[src/rtl/core/assert_macros.svh]
// assertion macros shared by the lot matching rtl
`ifndef ASSERT_MACROS_SVH
`define ASSERT_MACROS_SVH

// implication checked in the same cycle
`define LMP_ASSERT_IMP(lbl, ante, cons) \
    lbl: assert property (@(posedge i_clk) disable iff (!i_rst_n) (ante) |-> (cons)) \
        else $error("lmp assertion failed");

// implication checked in the next cycle
`define LMP_ASSERT_NXT(lbl, ante, cons) \
    lbl: assert property (@(posedge i_clk) disable iff (!i_rst_n) (ante) |=> (cons)) \
        else $error("lmp assertion failed");

`endif

[src/rtl/core/lmp_pkg.sv]
// types, constants and helpers of the lot matching pnl block
package lmp_pkg;

    localparam int LOT_DEPTH = 64;
    localparam int LOT_AW    = $clog2(LOT_DEPTH);
    localparam int LOT_CW    = $clog2(LOT_DEPTH + 1);
    localparam int Q_DEPTH   = 2;
    localparam int Q_AW      = $clog2(Q_DEPTH);
    localparam int Q_CW      = $clog2(Q_DEPTH + 1);

    localparam logic [31:0] RESET_PRICE = 32'd1000000;

    localparam logic OP_TICK   = 1'b0;
    localparam logic OP_FILL   = 1'b1;
    localparam logic SIDE_BUY  = 1'b0;
    localparam logic SIDE_SELL = 1'b1;
    localparam logic STAT_OK   = 1'b0;
    localparam logic STAT_FULL = 1'b1;

    // signed quantity, enough for -65535 .. 65535
    typedef logic signed [16:0] t_qty_s;

    typedef struct packed {
        logic        is_fill;
        logic [31:0] price;
        t_qty_s      delta;
    } t_cmd;

    typedef struct packed {
        logic full;
        logic empty;
    } t_q_stat;

    typedef struct packed {
        logic [LOT_CW-1:0] lot_count;
        logic              busy;
    } t_bk_stat;

    function automatic logic signed [63:0] sat64(input logic signed [64:0] v);
        logic signed [63:0] res;
        if (v[64] != v[63]) begin
            res = v[64] ? {1'b1, 63'd0} : {1'b0, {63{1'b1}}};
        end else begin
            res = v[63:0];
        end
        return res;
    endfunction

    function automatic logic signed [31:0] sat32(input logic signed [32:0] v);
        logic signed [31:0] res;
        if (v[32] != v[31]) begin
            res = v[32] ? {1'b1, 31'd0} : {1'b0, {31{1'b1}}};
        end else begin
            res = v[31:0];
        end
        return res;
    endfunction

endpackage

[src/rtl/core/lmp_queue.sv]
// short command queue between the front and back stages
module lmp_queue (
    input  logic             i_clk,
    input  logic             i_rst_n,
    input  logic             i_push,
    input  lmp_pkg::t_cmd    i_data,
    input  logic             i_pop,
    output logic             o_valid,
    output lmp_pkg::t_cmd    o_data,
    output lmp_pkg::t_q_stat o_stat
);
    import lmp_pkg::*;

    t_cmd            r_mem [Q_DEPTH];
    logic [Q_AW-1:0] r_wp;
    logic [Q_AW-1:0] r_rp;
    logic [Q_CW-1:0] r_cnt;
    logic            w_push;
    logic            w_pop;

    assign o_stat.full  = (r_cnt == Q_CW'(Q_DEPTH));
    assign o_stat.empty = (r_cnt == '0);
    assign o_valid      = !o_stat.empty;
    assign o_data       = r_mem[r_rp];
    assign w_push       = i_push && !o_stat.full;
    assign w_pop        = i_pop && o_valid;

    always_ff @(posedge i_clk) begin
        if (!i_rst_n) begin
            r_wp  <= '0;
            r_rp  <= '0;
            r_cnt <= '0;
        end else begin
            if (w_push) begin
                r_wp <= (r_wp == Q_AW'(Q_DEPTH - 1)) ? '0 : r_wp + 1'b1;
            end
            if (w_pop) begin
                r_rp <= (r_rp == Q_AW'(Q_DEPTH - 1)) ? '0 : r_rp + 1'b1;
            end
            if (w_push && !w_pop) begin
                r_cnt <= r_cnt + 1'b1;
            end else if (w_pop && !w_push) begin
                r_cnt <= r_cnt - 1'b1;
            end
        end
    end

    always_ff @(posedge i_clk) begin
        if (w_push) begin
            r_mem[r_wp] <= i_data;
        end
    end
endmodule

[config.mk]
export PLATFORM = sky130hd
export DESIGN_NAME = lmp_queue
export DESIGN_NICKNAME = d
export VERILOG_FILES = /design/src/rtl/core/assert_macros.svh /design/src/rtl/core/lmp_pkg.sv /design/src/rtl/core/lmp_queue.sv
export SDC_FILE = /design/constraint.sdc
export NUM_CORES = 1
export LEC_CHECK = 0
export BUFFER_PORTS_ARGS = -buffer_cell sky130_fd_sc_hd__buf_2
export CAP_MARGIN = 10
export CELL_PAD_IN_SITES_DETAIL_PLACEMENT = 1
export CELL_PAD_IN_SITES_GLOBAL_PLACEMENT = 2
export CORE_MARGIN = 2
export CORE_UTILIZATION = 25
export DETAILED_ROUTE_END_ITERATION = 12
export GPL_TIMING_DRIVEN = 0
export PLACE_DENSITY = 0.65
export SLEW_MARGIN = 20
export SYNTH_ARGS = -nofsm -noshare
export SYNTH_HDL_FRONTEND = slang
export SYNTH_SLANG_ARGS = --single-unit
[constraint.sdc]
create_clock -name i_clk -period 5.15 [get_ports i_clk]
set_clock_uncertainty 0.2 [all_clocks]
set_input_delay 0.7725 -clock i_clk [delete_from_list [all_inputs] [get_ports i_clk]]
set_output_delay 0.7725 -clock i_clk [all_outputs]
set_load 0.05 [all_outputs]
==> impl_metrics.json, run 1 <==
{
  "antenna_found_initial": 0,
  "power_mw": 2.78,
  "cts_tree": "done",
  "synth-xor-area-share": 0.00685,
  "cts_sinks": 105,
  "drc_errors": 0,
  "ys_seq_area_frac": 0.809,
  "drt-wirelength-per-cell_um": 15.4,
  "io_buffers": 106,
  "synth_compound_area_frac": 0.00848,
  "core_um2": 15100,
  "ios": 107,
  "slowest_stage": "mux2_2",
  "clk_pin_slew_ns": 0.07,
  "arrival_ns": 1.76,
  "cp-start-kind": "flip-flop",
  "p_seq_frac": 0.396,
  "cts_buffers": 9,
  "power_density_nw_per_um2": 563,
  "rsz0062_at_grt": "no",
  "htree_levels": 3,
  "grt_max_degree": 32,
  "synth_nets": 237,
  "critPathCaptureType": "output port",
  "relSlewSlack": 0.688,
  "grt-ovfl-total": 0,
  "initial_core_util": 0.254,
  "clock_latency_ns": 0.34,
  "die_w_um": 128,
  "clockRootBuffer": "clkbuf_16",
  "ir_worst_vdd_uv": 235,
  "synth_top_family_by_area": "multiplexers",
  "internal-power_mw": 1.70,
  "die_y_um": 128,
  "fin_nets": 359,
  "area_growth_pct": 29.1,
  "synth_mux_area_frac": 0.147,
  "cts_resized": 0,
  "switching_share": 0.389,
  "worstPathCellList": "clkbuf_1 -> buf_2 -> mux2_2 -> buf_2",
  "worst_slew_pin_slew_ns": 0.466,
  "cts.path.max_buffers": 2,
  "synth_cell_types": 23,
  "status": "complete, no violations",
  "final_common_cell": "buf_2",
  "dp_hpwl_um": 5250,
  "drt_iter0_drc": 109,
  "drive_above_1_share": 0.576,
  "finalHoldViolations": 0,
  "crit_fanout": 10,
  "first_pass_iters": 4,
  "pwr-share-clk": 0.220,
  "path_common_cell": "buf_2",
  "slew_viol_final": 0,
  "cap_violations": 0,
  "pre_cts_ws_ns": 2.73,
  "via_count": 2056,
  "p_comb_frac": 0.384,
  "yosys.area_share.simple": 0.0150,
  "crit_required_ns": 4.18,
  "critPathMaxStageDelay_ns": 0.37,
  "gp_routability_congestion": 0.635,
  "synth_cells": 182,
  "place_inst": 481,
  "fp.dieArea_um2": 16300,
  "r2r-start": "r_cnt[0]",
  "worst_slack_ns": 2.42,
  "power_switching_mw": 1.08,
  "leakage_nw": 1.84,
  "yosysWarningCount": 0,
  "postCtsSetupBuffers": 0,
  "final_cell_mix": "buf_2, edfxtp_1, mux2_2",
  "stdcell_count": 498,
  "syn_area_um2": 3830,
  "num_rows": 45,
  "min_path_type": "reg2reg",
  "grt_pass1_wl_um": 12000,
  "fin_tns_setup_ns": 0,
  "hold_buffers": 0,
  "via_per_inst": 4.13,
  "final.period_utilization": 0.530,
  "fin_crit_ns": 2.73,
  "grt_pass1_vias": 2281,
  "ant_nets": 0,
  "fin_util": 0.328,
  "path_class": "reg2out",
  "worstHoldStart": "r_cnt[1]",
  "grtUsageTotal": 0.0995,
  "ys_ff_latch": 105,
  "avgSynthCellArea_um2": 21.1,
  "clock.fmax_mhz": 366,
  "totalWireLength_um": 7690,
  "synth_fa_ha_area_frac": 0.00326,
  "setup_viol": 0
}
cell type report:
class / count / area (µm²)
well taps: 188 / 235
clock inverters: 5 / 22.5
diodes: 1 / 2.50
repair buffers: 111 / 611
inverters: 3 / 11.3
flip-flops and latches: 105 / 3100
clock buffers: 11 / 233
plain buffers: 6 / 28.8
fillers: 1565 / 10100
multi-input cells: 68 / 703
state kept, by name, summed over array words and instances, names as in the netlist, named ones only:
register  count
r_mem       100
r_cnt         2
r_wp          1
r_rp          1
worst paths after layout:
| kind | end | slack (ns) | depth (start not counted) |
|---|---|---|---|
| setup / recovery | o_data[8] | 2.42 | 4 |
| hold / removal | r_cnt[1] | 0.35 | 2 |
| setup reg to reg | r_mem[0][12] | 3.20 | 5 |
| hold reg to reg | r_cnt[1] | 0.35 | 2 |
critical path: cells and delay by family (launching register included):
family	cells	cell delay [ns]
multiplexers	1	0.37
flip-flops	1	0.31
buffers and inverters	3	0.73
per-stage QoR:
stage | hold WS [ns] | instance area, µm²
after CTS | 0.355 | 4950
after global placement | 0.297 | 4600
after floorplan | 0.279 | 3830
after detailed placement | 0.334 | 4690
after global routing | 0.393 | 4950
final | 0.354 | 4950
cell usage after synthesis (all sizes together):
cell type,count,share of area
edfxtp,100,0.78
mux2,50,0.15
buf,5,0.0065
dfxtp,5,0.026
and2,3,0.0049
inv,3,0.0029
a21boi,2,0.0039
o21ai,2,0.0026
xnor2,2,0.0046
and3,1,0.0016
clkbuf,1,0.00098
ha,1,0.0033
nand2b,1,0.0016
nor2,1,0.00098
nor3,1,0.0026
o21a,1,0.0020
or2,1,0.0016
or3,1,0.0016
xor2,1,0.0023
cell families (layout without fill, tap and decap cells):
kind of cell / after synthesis / in the layout
xor+xnor: 3 / 3
simple gates: 9 / 9
flops: 105 / 105
compound gates: 5 / 5
buf+inv: 9 / 136
fa+ha+maj: 1 / 1
mux: 50 / 50
other cells: 0 / 1
power by group through the flow:
stage               Clock [mW]  Sequential [mW]  Combinational [mW]
floorplan                    0             1.12               0.820
global placement             0             1.13                1.04
detailed placement           0             1.12                1.09
CTS                      0.647             1.10                1.09
global route             0.674             1.11                1.13
finish                   0.613             1.10                1.07
per-layer routing:
layer | track usage | vias to the layer above | share of wire | wire (µm)
met1 | 0.117 | 1041 | 0.42 | 3240
met4 | 0.0543 | 0 | 0.021 | 165
met2 | 0.163 | 55 | 0.51 | 3910
li1 | - | 950 | - | -
met5 | 0 | - | 0 | 0
met3 | 0.0301 | 10 | 0.048 | 371
Power figures use the tool's default switching activity.
==> run 2, diff against run 1 <==
- PLACE_DENSITY: 0.65 -> 0.67
- clock period: 5.15 -> 2.25 ns (I/O delays scaled with it)
==> run 2 against run 1 <==
Final cell count increased by 9.2%. Design area is 11% higher. Critical path type is now reg2reg. Die area unchanged. Highest routed layer unchanged. Hold slack got worse by 0.28 ns. Sequential share of layout area is 6.2 points lower. Sequential cell count unchanged. Largest power group unchanged. Clock power rose to 2.7 times the previous value. Utilization up 3.6 points. Global-route usage hardly changed. Combinational power up 140%. Register-to-register slack lost 3.1 ns. Sequential power increased by 130%.
==> impl_metrics.json, run 2 (synthesis gave the netlist of run 1 again) <==
{
  "initial_core_util": 0.254,
  "critPathMaxStageDelay_ns": 0.57,
  "largest_reg_flops": 100,
  "slowest_stage": "nor3_4",
  "drive_above_1_share": 0.508,
  "grt-ovfl-total": 0,
  "grt_pass1_vias": 2443,
  "antenna_found_initial": 0,
  "final_common_cell": "buf_2",
  "via_per_inst": 4.07,
  "core_um2": 15100,
  "final_cell_mix": "buf_2, edfxtp_1, dlygate4sd3_1",
  "min_path_type": "in2reg",
  "final-seq-area_um2": 3110,
  "clock.fmax_mhz": 476,
  "setup_viol": 0,
  "drt-wirelength-per-cell_um": 14.6,
  "clock_latency_ns": 0.34,
  "path_common_cell": "buf_8",
  "holdPathStages": 2,
  "worst_slew_pin_slew_ns": 0.754,
  "r2r-start": "r_cnt[0]",
  "grtUsageTotal": 0.0992,
  "reg2reg_depth": 5,
  "cts_buffers": 9,
  "power_mw": 6.71,
  "critPathCaptureType": "flip-flop",
  "clockRootBuffer": "clkbuf_16",
  "relSlewSlack": 0.497,
  "grt_pass1_wl_um": 12200,
  "htree_levels": 3,
  "ir_worst_vdd_uv": 697,
  "fin_nets": 406,
  "cts_tree": "done",
  "gp_routability_congestion": 0.669,
  "area_growth_pct": 43.3,
  "postCtsSetupBuffers": 0,
  "reg_top3": "r_mem (100), r_cnt (2)",
  "grt_max_degree": 51,
  "multi_input_area_um2": 711,
  "worstPathCellList": "nand2b_4 -> inv_6 -> nor3_4 -> buf_8 -> buf_8",
  "num_antenna_cells": 0,
  "ant_nets": 0,
  "dp_hpwl_um": 5100,
  "rr_endpoint": "r_mem[0][15]",
  "cap_violations": 0,
  "min_to": "r_wp",
  "r2r_setup_slack_ns": 0.15,
  "drt_iter0_drc": 58,
  "crit_required_ns": 2.10,
  "clk_pin_slew_ns": 0.07,
  "worstHoldStart": "i_rst_n",
  "first_pass_iters": 4,
  "slew_viol_final": 0,
  "arrival_ns": 1.95,
  "totalWireLength_um": 7920,
  "leakage_nw": 2.06,
  "fin_crit_ns": 2.10,
  "die_w_um": 128,
  "die_y_um": 128,
  "cp-start-kind": "flip-flop",
  "nFillCells": 1570,
  "crit_fanout": 15,
  "placed_area_um2": 4670,
  "fin_util": 0.364,
  "fp.dieArea_um2": 16300,
  "top_register": "r_mem",
  "power_density_nw_per_um2": 1220,
  "io_buffers": 106,
  "worst_slack_ns": 0.148,
  "status": "complete, no violations",
  "via_count": 2214,
  "drc_errors": 0,
  "design_area_um2": 5500,
  "pre_cts_ws_ns": 0.0978,
  "rsz0062_at_grt": "no",
  "ios": 107,
  "path_class": "reg2reg",
  "cts_sinks": 105,
  "cts.path.max_buffers": 2,
  "final.period_utilization": 0.934,
  "num_rows": 45,
  "finalHoldViolations": 0
}
==> run 2: cell type report <==
cell class / count / area share
clock inverter: 7 / 0.0155
clock buffer: 9 / 0.0410
inverter: 3 / 0.00296
timing repair buffer: 159 / 0.196
tap: 188 / 0.0428
sequential: 105 / 0.565
buffer: 5 / 0.00751
multi-input combinational: 68 / 0.129
==> run 2: metrics by stage <==
stage	std cells	setup TNS (ns)	hold WS (ns)
after global placement	476	-50.67	0.326
after detailed placement	479	0	0.329
final	544	0	0.0696
after global routing	544	0	0.0750
after CTS	544	0	0.0540
after floorplan	182	-10.32	0.236
==> run 2: power breakdown <==
group          internal, mW  switching, mW  leakage (nW)
clock network         0.963          0.665         0.150
registers              2.46         0.0903         0.976
logic                 0.771           1.76         0.929
==> run 2: worst max-delay path, delay by kind of cell (launching register included) <==
family	cells	cell delay [ns]
AND/OR/NAND/NOR	2	0.74
buffers and inverters	3	0.46
flip-flops	1	0.38
==> run 2: worst max-delay path by stage <==
| stage | startpoint | end | depth (start not counted) |
|---|---|---|---|
| 2_1_floorplan | r_cnt[0] | r_mem[0][0] | 3 |
| 3_3_place_gp | r_cnt[0] | r_mem[0][7] | 3 |
| 3_5_place_dp | r_cnt[0] | r_mem[0][16] | 5 |
| 4_1_cts | flip-flop | o_data[42] | 3 |
| 5_1_grt | r_cnt[0] | r_mem[0][16] | 5 |
| 6_report | r_cnt[0] | r_mem[0][15] | 5 |
==> run 2: per-layer routing <==
layer	share of wire	wire length, µm	vias up	global-route usage
li1	-	-	1039	-
met1	0.41	3260	1095	0.105
met2	0.52	4100	70	0.180
met3	0.055	433	10	0.0355
met4	0.016	127	0	0.0388
met5	0	0	-	0
==> run 2: repair_timing <==
| item | 4_1_cts | 5_1_grt |
|---|---|---|
| hold buffers | 50 | 0 |
| gates resized for setup | 6 | 1 |
| setup endpoints to repair | 50 | 32 |
| endpoints found under the hold margin | 100 | 0 |
==> run 3, diff against run 2 <==
- CORE_ASPECT_RATIO: default -> 0.5
==> run 3 against run 2 <==
Register-to-register slack gained 0.06 ns. Sequential cell count is the same. Via count shrank 0.23%. Sequential power is essentially flat. Final cell count grew 1.8%. Sequential share of layout area shrank 0.32 points. Die area grew 0.37%. Critical endpoint is now o_data[29]. Largest cell class unchanged.
==> impl_metrics.json, run 3 (synthesis gave the netlist of run 1 again) <==
{
  "status": "complete, no violations",
  "largest_reg_flops": 100,
  "drt-wirelength-per-cell_um": 15.2,
  "cts_sinks": 105,
  "cap_violations": 0,
  "pwr-share-clk": 0.245,
  "core_um2": 14700,
  "via_count": 2209,
  "fin_nets": 406,
  "fp.dieArea_um2": 16400,
  "p_seq_frac": 0.378,
  "ant_nets": 0,
  "internal-power_mw": 4.22,
  "clock.fmax_mhz": 479,
  "crit_required_ns": 1.71,
  "first_pass_iters": 4,
  "fin_tns_setup_ns": 0,
  "cts_buffers": 9,
  "grt_pass1_wl_um": 13400,
  "path_class": "reg2out",
  "power_density_nw_per_um2": 1220,
  "via_per_inst": 3.99,
  "final_common_cell": "buf_2",
  "totalWireLength_um": 8400,
  "drive_above_1_share": 0.511,
  "clock_latency_ns": 0.33,
  "final.period_utilization": 0.927,
  "io_buffers": 106,
  "ios": 107,
  "postCtsSetupBuffers": 0,
  "finalHoldViolations": 0,
  "ir_worst_vdd_uv": 564,
  "worst_slew_pin_slew_ns": 0.747,
  "final_cell_mix": "buf_2, edfxtp_1, dlygate4sd3_1",
  "cp-start-kind": "flip-flop",
  "top_register": "r_mem",
  "critPathMaxStageDelay_ns": 0.41,
  "power_mw": 6.76,
  "critPathCaptureType": "output port",
  "antenna_found_initial": 0,
  "setup_viol": 0,
  "crit_buf_inv": 2,
  "power_switching_mw": 2.54,
  "clk_pin_slew_ns": 0.07,
  "worstPathCellList": "buf_4 -> mux2_1 -> buf_2",
  "crit_family": "buffers and inverters",
  "area_growth_pct": 44.1,
  "switching_share": 0.375,
  "die_y_um": 91.6,
  "num_antenna_cells": 0,
  "dp_hpwl_um": 5640,
  "relSlewSlack": 0.502,
  "min_path_type": "in2reg",
  "htree_levels": 3,
  "grt-ovfl-total": 0,
  "rsz0062_at_grt": "no",
  "clockRootBuffer": "clkbuf_16",
  "num_rows": 31,
  "gp_routability_congestion": 0.700,
  "leakage_nw": 2.07,
  "slew_viol_final": 0,
  "fin_crit_ns": 2.09,
  "initial_core_util": 0.260,
  "slowest_stage": "dfxtp_2",
  "r2r_setup_slack_ns": 0.21,
  "arrival_ns": 1.55,
  "crit_fanout": 10,
  "grtUsageTotal": 0.108,
  "cts.path.max_buffers": 2,
  "cts_tree": "done",
  "drc_errors": 0,
  "nFillCells": 1516,
  "p_comb_frac": 0.377,
  "die_w_um": 179,
  "grt_pass1_vias": 2527,
  "grt_max_degree": 51,
  "reg_top3": "r_mem (100), r_cnt (2)",
  "drt_iter0_drc": 102
}
run 3: power by group through the flow:
stage / Clock [mW] / Combinational, mW / Sequential, mW
after detailed placement: 0 / 2.50 / 2.58
final: 1.66 / 2.54 / 2.55
after CTS: 1.70 / 2.58 / 2.55
after global placement: 0 / 2.40 / 2.58
after floorplan: 0 / 1.90 / 2.56
after global routing: 1.77 / 2.68 / 2.58
run 3: worst paths after layout:
kind,start,cells past startpoint,endpoint
setup / recovery,flip-flop,3,o_data[29]
hold / removal,i_rst_n,2,r_wp
setup reg to reg,r_cnt[0],5,r_mem[0][29]
hold reg to reg,r_cnt[1],2,r_cnt[1]
run 3: cell type report:
| class | count | area, µm² | share of cell area |
|---|---|---|---|
| inverter | 3 | 16.3 | 0.00294 |
| sequential | 105 | 3110 | 0.562 |
| clock inverter | 6 | 91.3 | 0.0165 |
| clock buffer | 10 | 229 | 0.0414 |
| buffer | 5 | 37.5 | 0.00679 |
| timing repair buffer | 159 | 1090 | 0.197 |
| multi-input combinational | 68 | 711 | 0.129 |
| tap | 198 | 248 | 0.0448 |
run 3: through the flow:
step / setup slack, ns / cell area [µm²] / util / hold WS [ns] / std cells
3_5_place_dp: 0.156 / 4700 / 0.319 / 0.330 / 489
4_1_cts: 0.0286 / 5530 / 0.375 / 0.0539 / 554
2_1_floorplan: -0.204 / 3860 / - / 0.236 / 182
6_report: 0.164 / 5530 / 0.375 / 0.0687 / 554
3_3_place_gp: -0.809 / 4630 / 0.314 / 0.327 / 486
5_1_grt: 0.0611 / 5530 / 0.375 / 0.0552 / 554
run 3: repair_timing:
action                                 CTS  global route
setup endpoints to repair               50            16
hold buffers                            50             0
gates resized for setup                  5             1
pin swaps                                0             0
endpoints found under the hold margin  100             0
run 3: metal layers:
metal	share of wire	up-vias	GRT usage
li1	-	1045	-
met1	0.39	1126	0.116
met2	0.57	31	0.205
met3	0.024	7	0.0260
met4	0.012	0	0.0390
met5	0	-	0
